--- src/rtl/assert_macros.svh ---
// Assertion macros shared by the RTL files.
`ifndef ASSERT_MACROS_SVH
`define ASSERT_MACROS_SVH

`ifndef SYNTH
`define IPL_ASSERT(name, prop) \
    name: assert property (@(posedge clk) disable iff (!rst_n) (prop)) \
        else $error("assertion failed");
`define IPL_NEVER(name, cond) \
    name: assert property (@(posedge clk) disable iff (!rst_n) !(cond)) \
        else $error("forbidden condition seen");
`else
`define IPL_ASSERT(name, prop)
`define IPL_NEVER(name, cond)
`endif

`endif

--- src/rtl/ipl_pkg.sv ---
// Shared types and constants of the inverse piecewise-linear lookup.
package ipl_pkg;

    localparam int TABLE_DEPTH = 16;
    localparam int IDX_W       = $clog2(TABLE_DEPTH);
    localparam int WORD_W      = 16;
    localparam int ENTRY_W     = 2 * WORD_W;
    localparam int CFG_W       = 5;
    localparam int CNT_W       = $clog2(WORD_W);

    localparam logic CMD_WRITE = 1'b0;
    localparam logic CMD_QUERY = 1'b1;

    typedef enum logic [1:0] {
        OUT_INTERP = 2'd0,
        OUT_ABOVE  = 2'd1,
        OUT_BELOW  = 2'd2,
        OUT_NONE   = 2'd3
    } ipl_outcome_t;

    typedef enum logic [2:0] {
        S_IDLE,
        S_FIRST,
        S_LAST,
        S_SCAN0,
        S_SCAN,
        S_ARITH
    } ipl_state_t;

    typedef enum logic [1:0] {
        PH_IDLE,
        PH_MUL,
        PH_DIV
    } ipl_phase_t;

    typedef struct packed {
        logic               en;
        logic [IDX_W-1:0]   addr;
        logic [ENTRY_W-1:0] data;
    } ipl_wr_t;

    typedef struct packed {
        logic              go;
        logic [WORD_W-1:0] num_a;
        logic [WORD_W-1:0] mult;
        logic [WORD_W-1:0] divisor;
    } ipl_arith_req_t;

endpackage

--- src/rtl/ipl_table.sv ---
// Breakpoint table memory: one write port, one registered read port.
module ipl_table (
    input  logic                          clk,
    input  ipl_pkg::ipl_wr_t              wr,
    input  logic [ipl_pkg::IDX_W-1:0]     rd_addr,
    output logic [ipl_pkg::ENTRY_W-1:0]   rd_data
);
    import ipl_pkg::*;

    logic [ENTRY_W-1:0] mem [TABLE_DEPTH];
    logic [ENTRY_W-1:0] rd_data_reg;

    always_ff @(posedge clk)
    begin
        if (wr.en)
        begin
            mem[wr.addr] <= wr.data;
        end
        rd_data_reg <= mem[rd_addr];
    end

    assign rd_data = rd_data_reg;

endmodule

--- src/rtl/ipl_muldiv.sv ---
// Bit-serial multiply then restoring divide: q = (a * m) / d, with a <= d.
module ipl_muldiv (
    input  logic                         clk,
    input  logic                         rst_n,
    input  ipl_pkg::ipl_arith_req_t      req,
    output logic                         done,
    output logic [ipl_pkg::WORD_W-1:0]   quotient
);
    import ipl_pkg::*;

`include "assert_macros.svh"

    ipl_phase_t          phase_reg, phase_next;
    logic [CNT_W-1:0]    cnt_reg, cnt_next;
    logic                done_reg, done_next;
    logic [WORD_W-1:0]   hi_reg, hi_next;
    logic [WORD_W-1:0]   lo_reg, lo_next;
    logic [WORD_W-1:0]   mult_reg, mult_next;
    logic [WORD_W-1:0]   divisor_reg, divisor_next;

    logic [WORD_W:0]     sum;
    logic [WORD_W:0]     trial;
    logic [WORD_W:0]     diff;
    logic                ge;
    logic                last_step;

    // multiply: add multiplicand into the high half, shift right one bit
    assign sum       = {1'b0, hi_reg} + (lo_reg[0] ? {1'b0, mult_reg} : '0);
    // divide: high half is the partial remainder, low half shifts out / in
    assign trial     = {hi_reg, lo_reg[WORD_W-1]};
    assign diff      = trial - {1'b0, divisor_reg};
    assign ge        = (trial >= {1'b0, divisor_reg});
    assign last_step = (cnt_reg == CNT_W'(WORD_W - 1));

    always_ff @(posedge clk or negedge rst_n)
    begin
        if (!rst_n)
        begin
            phase_reg <= PH_IDLE;
            cnt_reg   <= '0;
            done_reg  <= 1'b0;
        end
        else
        begin
            phase_reg <= phase_next;
            cnt_reg   <= cnt_next;
            done_reg  <= done_next;
        end
    end

    always_ff @(posedge clk)
    begin
        hi_reg      <= hi_next;
        lo_reg      <= lo_next;
        mult_reg    <= mult_next;
        divisor_reg <= divisor_next;
    end

    always_comb
    begin
        phase_next   = phase_reg;
        cnt_next     = cnt_reg;
        done_next    = 1'b0;
        hi_next      = hi_reg;
        lo_next      = lo_reg;
        mult_next    = mult_reg;
        divisor_next = divisor_reg;
        case (phase_reg)
            PH_IDLE:
            begin
                if (req.go)
                begin
                    hi_next      = '0;
                    lo_next      = req.num_a;
                    mult_next    = req.mult;
                    divisor_next = req.divisor;
                    cnt_next     = '0;
                    phase_next   = PH_MUL;
                end
            end
            PH_MUL:
            begin
                hi_next  = sum[WORD_W:1];
                lo_next  = {sum[0], lo_reg[WORD_W-1:1]};
                cnt_next = cnt_reg + 1'b1;
                if (last_step)
                begin
                    cnt_next   = '0;
                    phase_next = PH_DIV;
                end
            end
            PH_DIV:
            begin
                hi_next  = ge ? diff[WORD_W-1:0] : trial[WORD_W-1:0];
                lo_next  = {lo_reg[WORD_W-2:0], ge};
                cnt_next = cnt_reg + 1'b1;
                if (last_step)
                begin
                    cnt_next   = '0;
                    done_next  = 1'b1;
                    phase_next = PH_IDLE;
                end
            end
            default:
            begin
                phase_next = PH_IDLE;
            end
        endcase
    end

    assign done     = done_reg;
    assign quotient = lo_reg;

    `IPL_NEVER(a_go_when_busy, req.go && phase_reg != PH_IDLE)
    `IPL_NEVER(a_zero_divisor, req.go && req.divisor == '0)
    `IPL_NEVER(a_rem_bound, phase_reg == PH_DIV && hi_reg >= divisor_reg)
    `IPL_ASSERT(a_done_to_idle, done_reg |-> phase_reg == PH_IDLE)

endmodule

--- src/rtl/inverse_piecewise_linear_lookup_core.sv ---
// Inverse piecewise-linear lookup: top level with the search sequencer.
// Write: no result. Busy drops with the strobe; the next item may be taken then.
// Query: clamped above if above the first entry's y, else clamped below if below the
// last entry's y, else a segment scan; a flat segment or no segment ends it, any other hit
// runs the 16 + 16 step serial multiply/divide, the longest case.
// Asynchronous active-low reset: idle, points_in_use = 2, table contents undefined.
module inverse_piecewise_linear_lookup_core (
    input  logic                                   clk,
    input  logic                                   rst_n,
    input  logic                                   start,
    output logic                                   busy,
    input  logic                                   cmd,
    input  logic [ipl_pkg::IDX_W-1:0]              point_index,
    input  logic [ipl_pkg::WORD_W-1:0]             point_x,
    input  logic [ipl_pkg::WORD_W-1:0]             point_y,
    input  logic [ipl_pkg::WORD_W-1:0]             query_value,
    output logic                                   done,
    output logic [ipl_pkg::WORD_W-1:0]             result_x,
    output logic [1:0]                             outcome,
    input  logic                                   cfg_valid,
    output logic                                   cfg_ready,
    input  logic [ipl_pkg::CFG_W-1:0]              points_in_use
);
    import ipl_pkg::*;

`include "assert_macros.svh"

    ipl_state_t          state_reg, state_next;
    logic [IDX_W-1:0]    idx_reg, idx_next;
    logic [IDX_W-1:0]    last_reg, last_next;
    logic [WORD_W-1:0]   y_reg, y_next;
    logic [WORD_W-1:0]   x1_reg, x1_next;
    logic [WORD_W-1:0]   y1_reg, y1_next;
    logic                neg_reg, neg_next;
    logic [WORD_W-1:0]   result_x_reg, result_x_next;
    ipl_outcome_t        outcome_reg, outcome_next;
    logic                done_reg, done_next;
    logic [CFG_W-1:0]    points_in_use_reg;

    ipl_wr_t             wr;
    ipl_arith_req_t      req;
    logic [IDX_W-1:0]    rd_addr;
    logic [ENTRY_W-1:0]  rd_data;
    logic [WORD_W-1:0]   rd_x;
    logic [WORD_W-1:0]   rd_y;
    logic                arith_done;
    logic [WORD_W-1:0]   quotient;
    logic                accept;
    logic [IDX_W-1:0]    last_use;

    ipl_table u_table (
        .clk     (clk),
        .wr      (wr),
        .rd_addr (rd_addr),
        .rd_data (rd_data)
    );

    ipl_muldiv u_muldiv (
        .clk      (clk),
        .rst_n    (rst_n),
        .req      (req),
        .done     (arith_done),
        .quotient (quotient)
    );

    assign busy      = (state_reg != S_IDLE);
    assign cfg_ready = !busy;
    assign accept    = start && !busy;
    assign rd_x      = rd_data[ENTRY_W-1:WORD_W];
    assign rd_y      = rd_data[WORD_W-1:0];

    assign wr.en   = accept && (cmd == CMD_WRITE) && (int'(point_index) < TABLE_DEPTH);
    assign wr.addr = IDX_W'(point_index);
    assign wr.data = {point_x, point_y};

    // used count clamped to 2..depth, held as index of the last entry
    always_comb
    begin
        if (points_in_use_reg < CFG_W'(2))
        begin
            last_use = IDX_W'(1);
        end
        else if (int'(points_in_use_reg) > TABLE_DEPTH)
        begin
            last_use = IDX_W'(TABLE_DEPTH - 1);
        end
        else
        begin
            last_use = IDX_W'(points_in_use_reg - CFG_W'(1));
        end
    end

    always_ff @(posedge clk or negedge rst_n)
    begin
        if (!rst_n)
        begin
            points_in_use_reg <= CFG_W'(2);
        end
        else if (cfg_valid && cfg_ready)
        begin
            points_in_use_reg <= points_in_use;
        end
    end

    always_ff @(posedge clk or negedge rst_n)
    begin
        if (!rst_n)
        begin
            state_reg <= S_IDLE;
            done_reg  <= 1'b0;
        end
        else
        begin
            state_reg <= state_next;
            done_reg  <= done_next;
        end
    end

    always_ff @(posedge clk)
    begin
        idx_reg      <= idx_next;
        last_reg     <= last_next;
        y_reg        <= y_next;
        x1_reg       <= x1_next;
        y1_reg       <= y1_next;
        neg_reg      <= neg_next;
        result_x_reg <= result_x_next;
        outcome_reg  <= outcome_next;
    end

    always_comb
    begin
        state_next    = state_reg;
        idx_next      = idx_reg;
        last_next     = last_reg;
        y_next        = y_reg;
        x1_next       = x1_reg;
        y1_next       = y1_reg;
        neg_next      = neg_reg;
        result_x_next = result_x_reg;
        outcome_next  = outcome_reg;
        done_next     = 1'b0;
        rd_addr       = '0;
        req.go        = 1'b0;
        req.num_a     = y1_reg - y_reg;
        req.divisor   = y1_reg - rd_y;
        req.mult      = (rd_x >= x1_reg) ? (rd_x - x1_reg) : (x1_reg - rd_x);
        case (state_reg)
            S_IDLE:
            begin
                if (accept && (cmd == CMD_QUERY))
                begin
                    y_next     = query_value;
                    last_next  = last_use;
                    state_next = S_FIRST;
                end
            end
            S_FIRST:
            begin
                if (y_reg > rd_y)
                begin
                    result_x_next = rd_x;
                    outcome_next  = OUT_ABOVE;
                    done_next     = 1'b1;
                    state_next    = S_IDLE;
                end
                else
                begin
                    rd_addr    = last_reg;
                    state_next = S_LAST;
                end
            end
            S_LAST:
            begin
                if (y_reg < rd_y)
                begin
                    result_x_next = rd_x;
                    outcome_next  = OUT_BELOW;
                    done_next     = 1'b1;
                    state_next    = S_IDLE;
                end
                else
                begin
                    rd_addr    = '0;
                    state_next = S_SCAN0;
                end
            end
            S_SCAN0:
            begin
                x1_next    = rd_x;
                y1_next    = rd_y;
                rd_addr    = IDX_W'(1);
                idx_next   = IDX_W'(1);
                state_next = S_SCAN;
            end
            S_SCAN:
            begin
                if ((y_reg <= y1_reg) && (y_reg >= rd_y))
                begin
                    if (y1_reg == rd_y)
                    begin
                        result_x_next = x1_reg;
                        outcome_next  = OUT_INTERP;
                        done_next     = 1'b1;
                        state_next    = S_IDLE;
                    end
                    else
                    begin
                        req.go     = 1'b1;
                        neg_next   = (rd_x < x1_reg);
                        state_next = S_ARITH;
                    end
                end
                else if (idx_reg == last_reg)
                begin
                    result_x_next = '0;
                    outcome_next  = OUT_NONE;
                    done_next     = 1'b1;
                    state_next    = S_IDLE;
                end
                else
                begin
                    x1_next  = rd_x;
                    y1_next  = rd_y;
                    idx_next = idx_reg + 1'b1;
                    rd_addr  = idx_reg + 1'b1;
                end
            end
            S_ARITH:
            begin
                if (arith_done)
                begin
                    result_x_next = neg_reg ? (x1_reg - quotient) : (x1_reg + quotient);
                    outcome_next  = OUT_INTERP;
                    done_next     = 1'b1;
                    state_next    = S_IDLE;
                end
            end
            default:
            begin
                state_next = S_IDLE;
            end
        endcase
    end

    assign done     = done_reg;
    assign result_x = result_x_reg;
    assign outcome  = outcome_reg;

    `IPL_ASSERT(a_done_single, done_reg |=> !done_reg)
    `IPL_ASSERT(a_query_busy, (accept && cmd == CMD_QUERY) |=> busy)
    `IPL_NEVER(a_idx_range, state_reg == S_SCAN && idx_reg > last_reg)
    `IPL_ASSERT(a_arith_owner, arith_done |-> state_reg == S_ARITH)

endmodule
--- config.mk ---
export PLATFORM = sky130hd
export DESIGN_NAME = inverse_piecewise_linear_lookup_core
export DESIGN_NICKNAME = d
export VERILOG_FILES = /design/src/rtl/ipl_pkg.sv /design/src/rtl/ipl_table.sv /design/src/rtl/ipl_muldiv.sv /design/src/rtl/inverse_piecewise_linear_lookup_core.sv
export VERILOG_INCLUDE_DIRS = /design/src /design/src/rtl
export SDC_FILE = /design/constraint.sdc
export NUM_CORES = 1
export LEC_CHECK = 0
export BUFFER_PORTS_ARGS = -buffer_cell sky130_fd_sc_hd__buf_4
export CAP_MARGIN = 20
export CORE_MARGIN = 4
export CORE_UTILIZATION = 67
export DETAILED_ROUTE_END_ITERATION = 10
export PLACE_DENSITY = 0.83
export SLEW_MARGIN = 10
export SYNTH_ARGS = -nofsm -noshare
export SYNTH_HDL_FRONTEND = slang
export SYNTH_HIERARCHICAL = 1
export SYNTH_SLANG_ARGS = --single-unit
--- constraint.sdc ---
create_clock -name clk -period 6.3 [get_ports clk]
set_input_delay 0.945 -clock clk [delete_from_list [all_inputs] [get_ports clk]]
set_output_delay 0.945 -clock clk [all_outputs]
set_load 0.005 [all_outputs]
==> flow_summary.ini <==
[status]
status = completed

[synth]
synth_ff_type = edfxtp_1
synth.most_common_cell = edfxtp_1
async_flop_share_pct = 2.29
seq_area_frac_synth_pct = 64.4
yosys_warnings = 6
synthTopCellsByCount = 651 x edfxtp_1, 133 x ha_1, 128 x mux4_2, 125 x inv_1, 120 x a21oi_1
synth_cell_types = 84
synth_area_leaders = edfxtp_1 61%, mux4_2 9.0%, ha_1 5.2%
syn_inst = 2105
synth_top_cell_area_share_pct = 61.1
synth_edf_count = 651
netlist_area_um2 = 32000
syn_nets = 2307
avgSynthCellArea_um2 = 15.2
synth_seq_cells = 699
post-synth-top-area-cell = edfxtp_1

[grt]
overflow = 0
grt_use_total_pct = 33.1
grt_max_degree = 69
antenna_found_initial = 2
grt_pass1_vias = 20420
grt_pass1_wl_um = 126000

[clock_tree]
path_clk_slew_ns = 0.06
cts_tree = done
cts_setup_buffers = 0
numCtsBuffers = 69
cts-hold-fix-buffers = 0
clk_latency_ns = 0.61
clockBufferDepth = 3
h-tree-depth = 3
cts.sinks = 699
root_buffer = clkbuf_16
cts-resized-gates = 0

[power_and_ir_drop]
swShare_pct = 34.9
irDropWorstVdd_v = 0.000266
netSwitchingPower_uw = 5670
p_comb_share_pct = 37.1
p_seq_share_pct = 38.0
pwr_density_cell_nw_per_um2 = 456
power.share.clock_pct = 24.9
leakage_uw = 0.0126
p_int_uw = 10600

[timing]
finalSetupViolations = 0
min_period_ns = 4.74
maxSlewViolCount = 0
final_hold_viol_count = 0
period_share_pct = 75.3
slew_headroom_pct = 35.3
whs_ns = 0.232
worstMarginPinSlew_ns = 0.962
rsz0062_at_grt = no
fin_skew_ns = 0.0337
fin_setup_tns_ns = 0
fmax_mhz = 211

[route]
via_per_inst = 6.96
wl_um = 83200
final_antenna_net_count = 0
drc = 0
drt_iter0_markers = 2615
num_vias = 20063
dr.pass1.iters = 8
wl_per_cell_um = 28.8

[placed_design]
io_buffers = 82
place.gp.congestion = 0.952
dp_hpwl_um = 48200

[hold_path]
hold_class = primary input to async pin

[worst_setup_path]
crit_path_start = y_reg[13]
crit_required_ns = 6.76
path_class = flip-flop to flip-flop
cp_max_fo = 68
r2r_slack_ns = 1.56
arrival_ns = 5.20
worstSetupEndpointType = flip-flop
rr_startpoint = y_reg[13]
start_kind = flip-flop

[flow_run]
cap_violations = 0

[final_layout]
largest_reg_flops = 512
nNetsFinal = 2421
drive_gt1_share_pct = 17.1
syn2layout_area_growth_pct = 11.5

[die]
die_x_um = 226
die_y_um = 226
rows = 79
core_area_um2 = 46900
start_util_pct = 68.2
fp.dieArea_um2 = 51300
io_pins = 83
## layout make-up
cell class                 instances  area, um2
sequential                       699      20600
fill                            2591      11200
multi-input combinational       1209      10700
antenna                            3       7.51
inverter                         125        469
clock inverter                    23        231
timing repair buffer             115        901
clock buffer                     103       1990
tap                              607        759
## logic make-up after synthesis
family / Yosys count / synth area share (%)
mux: 158 / 9.98
xor+xnor: 94 / 2.60
compound gates: 422 / 8.80
flops: 699 / 64.4
fa+ha+maj: 140 / 5.64
buf+inv: 197 / 2.55
simple gates: 395 / 6.02
## final timing paths
path,endpoint,cells after the start
max in group asynchronous,points_in_use_reg[1],1
min,done,1
min in group clk,y1_reg[5],0
max reg2reg,u_table/rd_data[26],12
max,u_table/rd_data[26],12
min reg2reg,y1_reg[5],0
## layout by cell type, fill, tap and decap left out, drive strengths merged, types with 5 or more instances in the layout
| cell | n |
|---|---|
| xnor2 | 67 |
| buf | 115 |
| mux4 | 128 |
| o221ai | 9 |
| o21a | 12 |
| nor4 | 7 |
| mux2i | 25 |
| nor3 | 35 |
| ha | 133 |
| clkinv | 17 |
| dfrtp | 15 |
| clkbuf | 103 |
| a221o | 8 |
| xor2 | 27 |
| a22oi | 84 |
| fa | 7 |
| or2 | 7 |
| nor2 | 108 |
| nand3b | 5 |
| a21o | 33 |
| o21ai | 61 |
| inv | 126 |
| o21bai | 9 |
| nor2b | 21 |
| nand2b | 24 |
| nand3 | 22 |
| and2 | 25 |
| a211oi | 9 |
| o22ai | 20 |
| nand4 | 14 |
| dfxtp | 32 |
| nand2 | 108 |
| a31oi | 7 |
| mux2 | 5 |
| edfxtp | 651 |
| a21oi | 120 |
| or4 | 5 |
| o31ai | 8 |
## routing by layer
| metal | vias to the layer above | track usage [%] | wire (um) | part of all wire [%] |
|---|---|---|---|---|
| li1 | 8433 | - | - | - |
| met1 | 9858 | 44.1 | 28800 | 35 |
| met2 | 1523 | 54.9 | 41700 | 50 |
| met4 | 0 | 12.9 | 3350 | 4.0 |
| met3 | 249 | 6.58 | 9300 | 11 |
| met5 | - | 0 | 0 | 0 |
## power groups by stage
stage / Sequential [uW] / Clock (uW) / Combinational [uW]
4_1_cts: 6160 / 4080 / 5960
5_1_grt: 6210 / 4310 / 6520
6_report: 6180 / 4050 / 6050
2_1_floorplan: 6070 / 0 / 4310
3_3_place_gp: 6210 / 0 / 5670
3_5_place_dp: 6250 / 0 / 5840
## per-stage QoR
| stage | setup slack, ns | utilization [%] | instances | cell area (um2) | total power (uW) |
|---|---|---|---|---|---|
| after floorplan | 1.97 | - | 2105 | 32000 | 10400 |
| after global placement | 2.01 | 71.4 | 2755 | 33400 | 11900 |
| after detailed placement | 1.78 | 71.4 | 2755 | 33400 | 12100 |
| after CTS | 1.61 | 76.1 | 2881 | 35700 | 16200 |
| after global routing | 1.36 | 76.1 | 2882 | 35700 | 17000 |
| final | 1.56 | 76.1 | 2884 | 35700 | 16300 |
## critical path, cell delays in order (launching register included)
cell,delay [ns]
edfxtp_1,0.44
ha_1,0.37
nand4_1,0.19
or3_1,0.28
a21oi_1,0.08
or4_4,0.47
o21a_1,0.16
nor3_1,0.49
a22o_4,0.84
buf_12,0.47
mux4_2,0.42
a22oi_1,0.24
nand2_1,0.10
(Power assumes the default switching activity.)
